## config.mk

```make
export PLATFORM = sky130hd
export DESIGN_NAME = lrit_edge
export DESIGN_NICKNAME = d
export VERILOG_FILES = /design/src/rtl/lrit_pkg.sv /design/src/rtl/lrit_edge.sv
export SDC_FILE = /design/constraint.sdc
export NUM_CORES = 2
export LEC_CHECK = 0
export BUFFER_PORTS_ARGS = -buffer_cell sky130_fd_sc_hd__buf_4
export CAP_MARGIN = 25
export CORE_MARGIN = 3
export CORE_UTILIZATION = 40
export DETAILED_ROUTE_END_ITERATION = 8
export SYNTH_ARGS = -nofsm -noshare
export SYNTH_HDL_FRONTEND = slang
export SYNTH_SLANG_ARGS = --single-unit
```

## constraint.sdc

```tcl
create_clock -name clk -period 9.3 [get_ports clk]
set_clock_uncertainty 0.2 [all_clocks]
set_input_delay 2.79 -clock clk [delete_from_list [all_inputs] [get_ports clk]]
set_output_delay 2.79 -clock clk [all_outputs]
set_load 0.01 [all_outputs]
```

## src/rtl/lrit_pkg.sv

```systemverilog
// Shared constants and types for the line/rectangle intersection test pipeline.
`default_nettype none

package lrit_pkg;

  // Extra bits on coordinate differences: x1 - rect_left - width spans two more bits.
  localparam int DIFF_GUARD = 2;

  // Extra bits on the three-term numerator sums.
  localparam int SUM_GUARD = 2;

  // Position of each edge flag in the internal hit vector.
  typedef enum logic [1:0] {
    EDGE_LEFT   = 2'd0,
    EDGE_RIGHT  = 2'd1,
    EDGE_TOP    = 2'd2,
    EDGE_BOTTOM = 2'd3
  } edge_idx_t;

  localparam int NUM_EDGES = 4;

endpackage

`default_nettype wire

```

## src/rtl/lrit_edge.sv

```systemverilog
// One rectangle edge: product stage, numerator sum stage and sign check.
`default_nettype none

// Edge test in the form d = -(p*q), na = p*r, nb = s*t - u*v.
// Hit when d != 0 and na, nb both lie between 0 and d inclusive.
module lrit_edge #(
  parameter int W = 16
) (
  input  wire                                       clk,
  input  wire  signed [W+lrit_pkg::DIFF_GUARD-1:0]  p,
  input  wire  signed [W+lrit_pkg::DIFF_GUARD-1:0]  q,
  input  wire  signed [W+lrit_pkg::DIFF_GUARD-1:0]  r,
  input  wire  signed [W+lrit_pkg::DIFF_GUARD-1:0]  s,
  input  wire  signed [W+lrit_pkg::DIFF_GUARD-1:0]  t,
  input  wire  signed [W+lrit_pkg::DIFF_GUARD-1:0]  u,
  input  wire  signed [W+lrit_pkg::DIFF_GUARD-1:0]  v,
  output logic                                      hit
);

  localparam int DW = W + lrit_pkg::DIFF_GUARD;
  localparam int PW = 2 * DW;
  localparam int SW = PW + lrit_pkg::SUM_GUARD;

  logic signed [PW-1:0] pq_r, pr_r, st_r, uv_r;
  logic signed [PW-1:0] den_r;
  logic signed [SW-1:0] na_r, nas_r, nb_r, nbs_r;
  logic signed [SW-1:0] nb_nxt;

  // Products
  always_ff @(posedge clk) begin
    pq_r <= p * q;
    pr_r <= p * r;
    st_r <= s * t;
    uv_r <= u * v;
  end

  // Numerators and numerators offset by the negated denominator
  assign nb_nxt = SW'(st_r) - SW'(uv_r);

  always_ff @(posedge clk) begin
    den_r <= pq_r;
    na_r  <= SW'(pr_r);
    nas_r <= SW'(pr_r) + SW'(pq_r);
    nb_r  <= nb_nxt;
    nbs_r <= nb_nxt + SW'(pq_r);
  end

  // Sign check
  logic den_zero, den_neg;
  logic na_neg, na_le0, nas_neg, nas_le0;
  logic nb_neg, nb_le0, nbs_neg, nbs_le0;
  logic hit_dneg, hit_dpos;

  always_comb begin
    den_zero = (den_r == '0);
    den_neg  = den_r[PW-1];
    na_neg   = na_r[SW-1];
    na_le0   = na_neg || (na_r == '0);
    nas_neg  = nas_r[SW-1];
    nas_le0  = nas_neg || (nas_r == '0);
    nb_neg   = nb_r[SW-1];
    nb_le0   = nb_neg || (nb_r == '0);
    nbs_neg  = nbs_r[SW-1];
    nbs_le0  = nbs_neg || (nbs_r == '0);
    // p*q > 0 means d < 0: need d <= n <= 0
    hit_dneg = na_le0 && !nas_neg && nb_le0 && !nbs_neg;
    // p*q < 0 means d > 0: need 0 <= n <= d
    hit_dpos = !na_neg && nas_le0 && !nb_neg && nbs_le0;
    hit      = !den_zero && (den_neg ? hit_dpos : hit_dneg);
  end

endmodule

`default_nettype wire

```

==> results.toml <==
[status]
status = "complete, no violations"

[global_route]
antenna_found_initial = 2
grt_first_pass_wirelength_microns = 255800
grt_max_degree = 37
first_global_vias = 47490
grt.overflow.total = 0
grtUsageTotal_pct = 20.49

[floorplanning]
fp-row-count = 142
die_x_microns = 397.1
dieArea_sq_mm = 0.1577
initial_utilization_pct = 40.57
die_h_microns = 397.1
coreArea_sq_mm = 0.1508
io_pins = 128

[sta]
setup_viol = 0
max_slew_margin_pct = 29.09
period_minus_slack_ns = 8.698
grt_setup_unrepaired = "no"
max_freq_ghz = 0.1150
final-hold-violation-count = 0
post-route-period-util_pct = 93.52
worst_pin_slew_ns = 1.054
final.setup.tns_ns = 0
slew_violations = 0

[yosys]
avgSynthCellArea_sq_um = 9.264
ys.flop_type = "dfxtp_1"
async_reset_ff_share_pct = 0
yosys.cell_types.count = 79
synth_top_family_by_area = "adder cells"
ys_warn_count = 0
synth-simple-area-share_pct = 15.24
ys_ff_latch = 328
synthTopCellsByArea = "fa_1 43%, dfxtp_1 11%, ha_1 9.8%"
synth_area_leader_cell = "fa_1"
synth_edf_count = 0
syn_inst = 6606
yosysTopAreaCellShare_pct = 43.15
ys_seq_area_share_pct = 10.73
synthAdderAreaFrac_pct = 52.98
synthesis.area_sq_mm = 0.06120
syn-num-nets = 8533
synth_xor_area_share_pct = 3.277
synth_compound_area_share_pct = 6.888
synthMuxAreaShare_pct = 0.1002

[worst_setup_path]
cp-start-kind = "primary input"
critPathRequiredTime_ns = 9.60
crit_cells = 21
regToRegStartpoint = "st_r[0]$_DFF_P_"
cp_max_fo = 18
worst_path_most_repeated_cell = "fa_1"
path_cells = "buf_4, and2_1, fa_1, inv_1, fa_1, fa_1, inv_1, fa_1, fa_1, inv_1, fa_1, inv_1, ha_1, a21o_1, a21o_1, a211oi_1, a21boi_1, o31a_1, o31a_1, nor4b_1, a211o_1"
path_delay_family = "adder cells"
crit_buf_inv = 5
arrival_ns = 8.99
critPathKind = "primary input to register"
rrSetupSlack_ns = 3.36
critPathLaunch = "u[9]"
cpMaxStageDelayCell = "fa_1"
worst_setup_path_end_kind = "register"
reg2reg_to = "nbs_r[37]$_DFF_P_"
critPathMaxStageDelay_ns = 0.54
ff2ff_path_depth = 21

[routing]
wl_per_cell_microns = 17.93
drtAntennaViolNets = 0
drcViolationCount = 0
drt_iter0_drc = 2445
viasPerCell = 5.027
dr.pass1.iters = 5
vias = 43460
drt_wl_total_microns = 155000

[finish]
nNetsFinal = 8528
drive_gt1_share_pct = 3.923
finalInstanceArea_sq_mm = 0.06554
final_util_pct = 43.45
n_fill_cell = 14790
syn_to_final_growth_pct = 7.099

[place]
dpl-instance-area_sq_mm = 0.06426
routabilityCongestion = 0.8733
port_buffers = 127
dpl.hpwl_microns = 128700

[min_path]
hp-class = "register to register"
hp-start = "pr_r[23]$_DFF_P_"
min_path_cells = 0
min_to = "na_r[23]$_DFF_P_"

[clock_tree]
cts_buffers = 35
cts_hold_buf = 0
clk_pin_slew_worst_paths_ns = 0.07
cts_tree = "yes"
clkSinkCount = 328
clock_path_buffers = 3
cts_setup_buffers = 0
worstSkewPairLatency_ns = 0.56
cts_root_buf = "clkbuf_16"
cts-htree-levels = 2
cts_resized = 0

[flow_run]
drv_cap = 0
cells in the mapped netlist (6+ instances only):
cell type	instances
or3_1	11
xnor2_1	174
a2111oi_0	10
nand2b_1	49
o21ai_0	107
nor2b_1	30
a31oi_1	23
nand3_1	45
o21a_1	35
a21o_1	85
xor2_1	55
buf_1	6
nor2_1	179
ha_1	481
nand4_1	24
a211oi_1	34
o21bai_1	26
fa_1	1319
and2_1	661
nand2_1	685
a221oi_1	12
a21oi_1	180
o41ai_1	8
nor3_1	49
o2111ai_1	6
inv_1	1535
a211o_1	9
and3_1	30
and4_1	9
o211ai_1	20
o31a_1	7
nor4_1	55
o21ai_1	17
clkbuf_1	216
dfxtp_1	328
flip-flops by register name (all words and copies together), names as in the netlist:
register	flops
uv_r	36
pq_r	36
nbs_r	38
pr_r	36
den_r	36
nas_r	37
st_r	36
na_r	36
nb_r	37
cells in the final DEF, fill, tap and decap left out, types with 12 or more instances in the layout:
cell type / count
a211oi_1: 34
ha_1: 481
a21o_1: 85
o211ai_1: 20
buf_4: 178
o21a_1: 35
xor2_1: 55
nand2_1: 685
and2_1: 661
fa_1: 1319
dfxtp_1: 328
xnor2_1: 174
a21oi_1: 180
nor4_1: 55
nor2_1: 179
clkbuf_16: 36
o21ai_0: 107
inv_1: 1535
o21ai_1: 17
nand4_1: 24
a31oi_1: 23
and3_1: 30
nand3_1: 45
nand2b_1: 49
a221oi_1: 12
nor3_1: 49
nor2b_1: 30
o21bai_1: 26
metal layers:
| metal | global-route usage [%] | routed length (microns) | vias to the layer above | share of wire (%) |
|---|---|---|---|---|
| li1 | - | - | 19870 | - |
| met1 | 26.60 | 65010 | 22370 | 42 |
| met2 | 36.25 | 77780 | 987 | 50 |
| met3 | 2.084 | 7269 | 227 | 4.7 |
| met4 | 5.741 | 4954 | 2 | 3.2 |
| met5 | 0 | 7 | - | 0.0045 |
worst register-to-register path, cell delays in order (launching register included):
cell and delay (ns):
dfxtp_1 0.41, inv_1 0.07, ha_1 0.20, inv_1 0.07
fa_1 0.24, a211oi_1 0.11, o21ai_0 0.26, nand2_1 0.11
o21ai_1 0.50, a221oi_1 0.21, o21bai_1 0.27, mux2i_1 0.22
o2111ai_1 0.25, ha_1 0.41, and3_1 0.21, nand3_1 0.12
nor4_1 0.09, nor4_1 0.82, a21oi_1 0.26, a211oi_1 0.44
o211ai_1 0.15, o21ai_1 0.20
how the worst max path moves through the flow:
| stage | slack, ns | to |
|---|---|---|
| detailed placement | 0.15 | pq_r[32]$_DFF_P_ |
| global route | 0.33 | pq_r[32]$_DFF_P_ |
| CTS | 0.73 | pq_r[32]$_DFF_P_ |
| finish | 0.60 | uv_r[24]$_DFF_P_ |
| floorplan | 0.48 | uv_r[30]$_DFF_P_ |
| global placement | 0.25 | pr_r[32]$_DFF_P_ |
area by class of cell:
class / instances / area, sq um / share of cell area (%)
clock buffer: 44 / 970.9 / 1.481
multi-input combinational: 4521 / 48030 / 73.29
inverter: 1535 / 5762 / 8.791
antenna: 1 / 2.502 / 0.003818
timing repair buffer: 180 / 1376 / 2.100
sequential: 328 / 6566 / 10.02
tap: 2016 / 2522 / 3.849
clock inverter: 19 / 305.3 / 0.4658
metrics by stage:
stage                     hold WS (ns)  instances  setup WS [ns]
after floorplan                 0.1345       6606         0.4826
after global placement          0.1537       8580         0.2513
after detailed placement        0.1581       8580         0.1483
after CTS                       0.1576       8643         0.7310
after global routing            0.1692       8643         0.3315
final                           0.1588       8644         0.6022
kinds of logic after synthesis:
kind of cell | after synthesis
adder cells (fa/ha/maj) | 1800
buffers and inverters | 1757
AO/OA/AOI/OAI | 639
AND/OR/NAND/NOR | 1847
XOR/XNOR | 229
multiplexers | 6
flip-flops | 328
Power is left out: the tool's default activity adds up to more than one toggle a clock period on the data nets, which glitch-free logic cannot reach.
