### src/rtl/lrit_pkg.sv
// Shared constants and types for the line/rectangle intersection test pipeline.
`default_nettype none

package lrit_pkg;

  // Extra bits on coordinate differences: x1 - rect_left - width spans two more bits.
  localparam int DIFF_GUARD = 2;

  // Extra bits on the three-term numerator sums.
  localparam int SUM_GUARD = 2;

  // Position of each edge flag in the internal hit vector.
  typedef enum logic [1:0] {
    EDGE_LEFT   = 2'd0,
    EDGE_RIGHT  = 2'd1,
    EDGE_TOP    = 2'd2,
    EDGE_BOTTOM = 2'd3
  } edge_idx_t;

  localparam int NUM_EDGES = 4;

endpackage

`default_nettype wire

### src/rtl/lrit_front.sv
// First pipeline stage: segment deltas and offsets from the rectangle corners.
`default_nettype none

module lrit_front #(
  parameter int W = 16
) (
  input  wire                                          clk,
  input  wire  signed [W-1:0]                          start_x,
  input  wire  signed [W-1:0]                          start_y,
  input  wire  signed [W-1:0]                          end_x,
  input  wire  signed [W-1:0]                          end_y,
  input  wire  signed [W-1:0]                          rect_left,
  input  wire  signed [W-1:0]                          rect_top,
  input  wire         [W-2:0]                          rect_w,
  input  wire         [W-2:0]                          rect_h,
  output logic signed [W+lrit_pkg::DIFF_GUARD-1:0]     dx,
  output logic signed [W+lrit_pkg::DIFF_GUARD-1:0]     dy,
  output logic signed [W+lrit_pkg::DIFF_GUARD-1:0]     ox,
  output logic signed [W+lrit_pkg::DIFF_GUARD-1:0]     oy,
  output logic signed [W+lrit_pkg::DIFF_GUARD-1:0]     ox_far,
  output logic signed [W+lrit_pkg::DIFF_GUARD-1:0]     oy_far,
  output logic signed [W+lrit_pkg::DIFF_GUARD-1:0]     wid,
  output logic signed [W+lrit_pkg::DIFF_GUARD-1:0]     hgt
);

  localparam int DW = W + lrit_pkg::DIFF_GUARD;

  logic signed [DW-1:0] x1, y1, x2, y2, rl, rt, rw, rh;
  logic signed [DW-1:0] dx_nxt, dy_nxt, ox_nxt, oy_nxt, oxf_nxt, oyf_nxt;
  logic signed [DW-1:0] dx_r, dy_r, ox_r, oy_r, oxf_r, oyf_r, wid_r, hgt_r;

  // Widen everything to the difference width
  assign x1 = DW'(start_x);
  assign y1 = DW'(start_y);
  assign x2 = DW'(end_x);
  assign y2 = DW'(end_y);
  assign rl = DW'(rect_left);
  assign rt = DW'(rect_top);
  assign rw = $signed(DW'(rect_w));
  assign rh = $signed(DW'(rect_h));

  // Segment direction and start point relative to near and far edges
  always_comb begin
    dx_nxt  = x2 - x1;
    dy_nxt  = y2 - y1;
    ox_nxt  = x1 - rl;
    oy_nxt  = y1 - rt;
    oxf_nxt = x1 - rl - rw;
    oyf_nxt = y1 - rt - rh;
  end

  always_ff @(posedge clk) begin
    dx_r  <= dx_nxt;
    dy_r  <= dy_nxt;
    ox_r  <= ox_nxt;
    oy_r  <= oy_nxt;
    oxf_r <= oxf_nxt;
    oyf_r <= oyf_nxt;
    wid_r <= rw;
    hgt_r <= rh;
  end

  assign dx     = dx_r;
  assign dy     = dy_r;
  assign ox     = ox_r;
  assign oy     = oy_r;
  assign ox_far = oxf_r;
  assign oy_far = oyf_r;
  assign wid    = wid_r;
  assign hgt    = hgt_r;

endmodule

`default_nettype wire

### config.mk
export PLATFORM = sky130hd
export DESIGN_NAME = lrit_front
export DESIGN_NICKNAME = d
export VERILOG_FILES = /design/src/rtl/lrit_pkg.sv /design/src/rtl/lrit_front.sv
export SDC_FILE = /design/constraint.sdc
export NUM_CORES = 1
export LEC_CHECK = 0
export BUFFER_PORTS_ARGS = -buffer_cell sky130_fd_sc_hd__buf_4
export CAP_MARGIN = 5
export CORE_ASPECT_RATIO = 0.6
export CORE_UTILIZATION = 54
export CTS_CLUSTER_DIAMETER = 80
export DETAILED_ROUTE_END_ITERATION = 10
export GPL_ROUTABILITY_DRIVEN = 1
export MAX_ROUTING_LAYER = met4
export PLACE_DENSITY = 0.87
export SLEW_MARGIN = 40
export SYNTH_ARGS = -nofsm -noshare
export SYNTH_HDL_FRONTEND = slang
export SYNTH_SLANG_ARGS = --single-unit
### constraint.sdc
create_clock -name clk -period 4.98 [get_ports clk]
set_clock_uncertainty 0.15 [all_clocks]
set_input_delay 0 -clock clk [delete_from_list [all_inputs] [get_ports clk]]
set_output_delay 0 -clock clk [all_outputs]
set_load 0.01 [all_outputs]
==> results.sh, run 1 <==
export IMPL_status="completed"
export IMPL_routabilityCongestion=0.962
export IMPL_final_core_util=0.892
export IMPL_clock_path_buffers=2
export IMPL_rsz0062_at_grt="no"
export IMPL_tns_ns=0
export IMPL_p_seq_frac=0.319
export IMPL_htree_levels=4
export IMPL_synth_common_cells="134 x dfxtp_1, 124 x inv_1, 94 x ha_1"
export IMPL_yosysWarnings=0
export IMPL_power_density_mw_per_mm2=391
export IMPL_critPathArrivalTime_ns=4.77
export IMPL_slew_viol_final=0
export IMPL_grt_pass1_vias=8561
export IMPL_postCtsSetupRepairBufs=0
export IMPL_postCtsHoldBufs=161
export IMPL_ys_flop_type="dfxtp_1"
export IMPL_fin_crit_sh=0.926
export IMPL_cts_buffers=17
export IMPL_antenna_found_initial=1
export IMPL_ys_async_sr_fraction=0
export IMPL_leakage_uw=0.00575
export IMPL_critPathLaunchType="input port"
export IMPL_syn_inst=791
export IMPL_pin_count=271
export IMPL_syn_cell_area_mm2=0.00718
export IMPL_area_delta_synth_final_pct=60.2
export IMPL_crit_fanout=4
export IMPL_power_share_clock=0.274
export IMPL_drc=0
export IMPL_dp_cells=1220
export IMPL_drtPass1Iterations=5
export IMPL_crit_type="in -> reg"
export IMPL_cts_sinks=134
export IMPL_synth_yosys_seq_area_share=0.374
export IMPL_syn_area_per_cell_um2=9.07
export IMPL_via_per_inst=5.68
export IMPL_hold_viol=0
export IMPL_fin_nets=1457
export IMPL_finalNonFillerCells=1414
export IMPL_yosys_cell_types_count=60
export IMPL_setup_viol=0
export IMPL_relSlewSlack=0.552
export IMPL_dp_hpwl_um=16100
export IMPL_cts_resized=0
export IMPL_peakVddDrop_v=0.000243
export IMPL_wl_per_cell_um=20.5
export IMPL_synth_top_area_frac=0.374
export IMPL_cap_violations=0
export IMPL_power_switching_uw=1550
export IMPL_fmax_mhz=217
export IMPL_vias=8026
export IMPL_overflow=0
export IMPL_cp_end_kind="flip-flop"
export IMPL_ant_nets=0
export IMPL_cts_tree="built"
export IMPL_clkSlewWorstSetupHoldPaths_ns=0.06
export IMPL_root_buffer="clkbuf_16"
export IMPL_die_w_um=151
export IMPL_start_util=0.557
export IMPL_synth_most_common_cell="dfxtp_1"
export IMPL_yosysTopAreaCell="dfxtp_1"
export IMPL_drtIter0Drc=526
export IMPL_core_area_mm2=0.0129
export IMPL_netlist_top_cells_area="dfxtp_1 37%, ha_1 16%, xnor2_1 6.8%"
export IMPL_grt_pass1_wl_um=44600
export IMPL_switching_share=0.344
export IMPL_tightest_slew_ns=0.665
export IMPL_fp_row_count=32
export IMPL_dieArea_mm2=0.0138
export IMPL_final_min_clock_period_ns=4.61
export IMPL_hold_class="in -> reg"
export IMPL_synth_edf_count=0
export IMPL_required_ns=5.14
export IMPL_ys_ff_latch=134
export IMPL_final_layout_size_suffix_gt1_frac=0.249
export IMPL_p_int_uw=2950
export IMPL_wl_um=29000
export IMPL_port_buffers=264
export IMPL_die_h_um=91.3
export IMPL_grt_max_degree=17
export IMPL_grt_usage=0.440
export IMPL_power_frac_comb=0.407
## kinds of logic after synthesis
group,synth area share
AO/OA/AOI/OAI,0.173
AND/OR/NAND/NOR,0.104
flip-flops,0.374
buffers and inverters,0.0753
adder cells (fa/ha/maj),0.181
XOR/XNOR,0.0915
other,0.000522
multiplexers,0.00139
## critical path: stages
cell and delay [ns]:
dlygate4sd3_1 0.54, buf_4 0.14, inv_1 0.07, ha_1 0.20, inv_1 0.08, fa_1 0.41
a21o_1 0.18, a21oi_1 0.37, o21ai_0 0.23, a21oi_1 0.35, o21bai_1 0.11, a21oi_1 0.19
xnor2_1 0.20, ha_1 0.34, a21oi_1 0.16, o21ai_0 0.21, a31oi_1 0.31, nand2_1 0.11
or2_2 0.29, a211oi_1 0.22, nor2_1 0.07
## power by group through the flow
stage | registers [uW] | logic, uW | clock network (uW)
3_3_place_gp | 1440 | 1490 | 0
5_1_grt | 1450 | 1940 | 1280
6_report | 1430 | 1830 | 1230
4_1_cts | 1420 | 1710 | 1210
2_1_floorplan | 1570 | 716 | 0
3_5_place_dp | 1440 | 1530 | 0
## path summary, 6_finish.rpt
path,slack (ns),startpoint,cells past startpoint,end
min,0.02,rect_left[12],4,ox[12]$_DFF_P_
max,0.37,start_x[0],21,ox_far[14]$_DFF_P_
## area by class of cell
type                    count  area [um^2]
diodes                      1         2.50
clock buffers              19          443
clock inverters            13          123
fillers                   571         1400
inverters                 124          465
multi-input cells         528         3980
flip-flops and latches    134         2680
well taps                 170          213
repair buffers            425         3590
## routing by layer
metal	track usage	share of wire	vias up	wire length, um
met2	0.753	0.49	578	14100
met4	0.273	0.064	0	1850
li1	-	-	3541	-
met1	0.446	0.36	3727	10300
met3	0.120	0.092	180	2660
met5	-	0	-	0
## placed cells by master (no fill, tap or decap), drive strengths merged, types with 5 or more instances in the layout
cell / count
a211oi: 8
a21o: 17
a21oi: 60
a31oi: 5
buf: 264
clkbuf: 19
conb: 6
dfxtp: 134
dlygate4sd3: 161
fa: 6
ha: 94
inv: 128
nand2: 32
nand2b: 11
nand3: 8
nor2: 54
nor2b: 13
nor3: 15
o211ai: 8
o21a: 16
o21ai: 41
o21bai: 10
xnor2: 56
xor2: 19
## sequential cells by signal, indices dropped and copies added (netlist names)
register	flops
oy_far	18
dx	17
ox	17
oy	17
wid	15
hgt	15
ox_far	18
dy	17
## metrics by stage
stage / power [uW] / hold WS (ns) / setup slack [ns] / instance area, um^2
after floorplan: 2290 / -0.122 / 1.56 / 7200
after global placement: 2930 / -0.0354 / 1.15 / 9320
after detailed placement: 2980 / -0.0345 / 1.02 / 9320
after CTS: 4340 / 0.00264 / 0.849 / 11500
after global routing: 4660 / 0.0196 / 0.113 / 11500
final: 4490 / 0.0166 / 0.367 / 11500
Note: power is estimated with default switching activity, not from simulation.
==> run 2: changes to the inputs <==
Clock period 4.98 ns to 5.7 ns, I/O delays scaled along.
==> results.sh, run 2 (synthesis gave the netlist of run 1 again) <==
export IMPL_port_buffers=264
export IMPL_slew_viol_final=0
export IMPL_die_h_um=91.3
export IMPL_antenna_found_initial=1
export IMPL_fmax_mhz=223
export IMPL_setup_viol=0
export IMPL_htree_levels=4
export IMPL_clkSlewWorstSetupHoldPaths_ns=0.05
export IMPL_peakVddDrop_v=0.000236
export IMPL_grt_pass1_wl_um=45200
export IMPL_crit_fanout=4
export IMPL_postCtsHoldBufs=161
export IMPL_hp_start="end_x[1]"
export IMPL_wl_per_cell_um=20.9
export IMPL_fillerInstances=529
export IMPL_hold_viol=0
export IMPL_power_density_mw_per_mm2=354
export IMPL_cts_buffers=17
export IMPL_grt_pass1_vias=8620
export IMPL_fin_crit_sh=0.786
export IMPL_grt_usage=0.447
export IMPL_fin_nets=1457
export IMPL_status="finished, violations left"
export IMPL_hold_class="in -> reg"
export IMPL_cts_tree="built"
export IMPL_critPathArrivalTime_ns=4.63
export IMPL_violations="design-rule violations"
export IMPL_crit_type="in -> reg"
export IMPL_clock_path_buffers=2
export IMPL_holdPathEnd="dx[3]$_DFF_P_"
export IMPL_cap_violations=0
export IMPL_rsz0062_at_grt="no"
export IMPL_root_buffer="clkbuf_16"
export IMPL_dieArea_mm2=0.0138
export IMPL_final_layout_size_suffix_gt1_frac=0.249
export IMPL_dp_hpwl_um=15900
export IMPL_postCtsSetupRepairBufs=0
export IMPL_drc=1
export IMPL_final_min_clock_period_ns=4.48
export IMPL_core_area_mm2=0.0129
export IMPL_final_cell_mix="264 x buf_4, 161 x dlygate4sd3_1, 134 x dfxtp_1"
export IMPL_required_ns=5.85
export IMPL_tns_ns=0
export IMPL_wl_um=29600
export IMPL_overflow=0
export IMPL_cts_sinks=134
export IMPL_relSlewSlack=0.420
export IMPL_pin_count=271
export IMPL_critPathLaunchType="input port"
export IMPL_die_w_um=151
export IMPL_start_util=0.557
export IMPL_via_per_inst=5.73
export IMPL_grt_max_degree=17
export IMPL_vias=8102
export IMPL_cp_end_kind="flip-flop"
export IMPL_drtPass1Iterations=9
export IMPL_tightest_slew_ns=0.847
export IMPL_fp_row_count=32
export IMPL_ant_nets=0
export IMPL_holdPathStages=6
export IMPL_area_delta_synth_final_pct=61.4
export IMPL_layout_commonest_cell="buf_4"
export IMPL_drtIter0Drc=666
export IMPL_leakage_uw=0.00580
export IMPL_final_core_util=0.899
export IMPL_routabilityCongestion=0.962
export IMPL_cts_resized=0
-- run 2: critical path: stages --
cell	delay (ns)
dlygate4sd3_1	0.53
buf_4	0.13
inv_1	0.05
ha_1	0.15
inv_1	0.06
fa_1	0.41
a21o_1	0.18
a21oi_1	0.32
o21ai_0	0.23
a21oi_1	0.30
o21bai_1	0.13
a21oi_1	0.23
xnor2_1	0.20
ha_1	0.34
a21oi_1	0.15
o21ai_0	0.19
a31oi_1	0.31
nand2_1	0.13
or2_2	0.30
a211oi_1	0.23
nor2_1	0.06
-- run 2: how the worst max path moves through the flow --
| stage | start | end | slack, ns | cells past startpoint |
|---|---|---|---|---|
| final | start_x[0] | ox_far[14]$_DFF_P_ | 1.22 | 21 |
| after CTS | start_x[0] | ox_far[14]$_DFF_P_ | 1.51 | 21 |
| after global placement | start_x[0] | ox_far[14]$_DFF_P_ | 1.87 | 20 |
| after global routing | start_x[0] | ox_far[14]$_DFF_P_ | 0.95 | 21 |
| after floorplan | start_x[0] | ox_far[14]$_DFF_P_ | 2.28 | 19 |
| after detailed placement | start_x[0] | ox_far[14]$_DFF_P_ | 1.73 | 20 |
-- run 2: report_power, final --
group	total, uW	internal [uW]	switching [uW]	leakage, uW
clock network	1240	800	436	0.000317
logic	1610	788	825	0.00435
registers	1260	1170	85.3	0.00113
total	4110	2760	1350	0.00580
-- run 2: final cells by class --
type / instances / area [um^2] / share of cell area
diodes: 2 / 5.00 / 0.000432
clock buffers: 20 / 457 / 0.0394
clock inverters: 11 / 198 / 0.0171
inverters: 124 / 465 / 0.0402
multi-input cells: 528 / 3970 / 0.343
flip-flops and latches: 134 / 2680 / 0.232
well taps: 170 / 213 / 0.0184
repair buffers: 425 / 3590 / 0.310
-- run 2: metal layers --
layer	vias up	wire length (um)	part of all wire	global-route usage
met1	3711	10400	0.35	0.449
met4	0	2070	0.070	0.288
met2	637	14400	0.49	0.769
met3	220	2750	0.093	0.117
li1	3534	-	-	-
met5	-	0	0	-
-- run 2: per-stage QoR --
step                      hold WS (ns)  cells  total power (uW)  worst slack, ns  instance area (um^2)
after floorplan                 -0.122    796              2000             2.28                  7200
after global placement         -0.0355   1220              2560             1.87                  9320
after detailed placement       -0.0352   1220              2600             1.73                  9320
after CTS                      0.00250   1412              3970             1.51                 11600
after global routing            0.0310   1413              4250            0.946                 11600
final                           0.0371   1414              4110             1.22                 11600
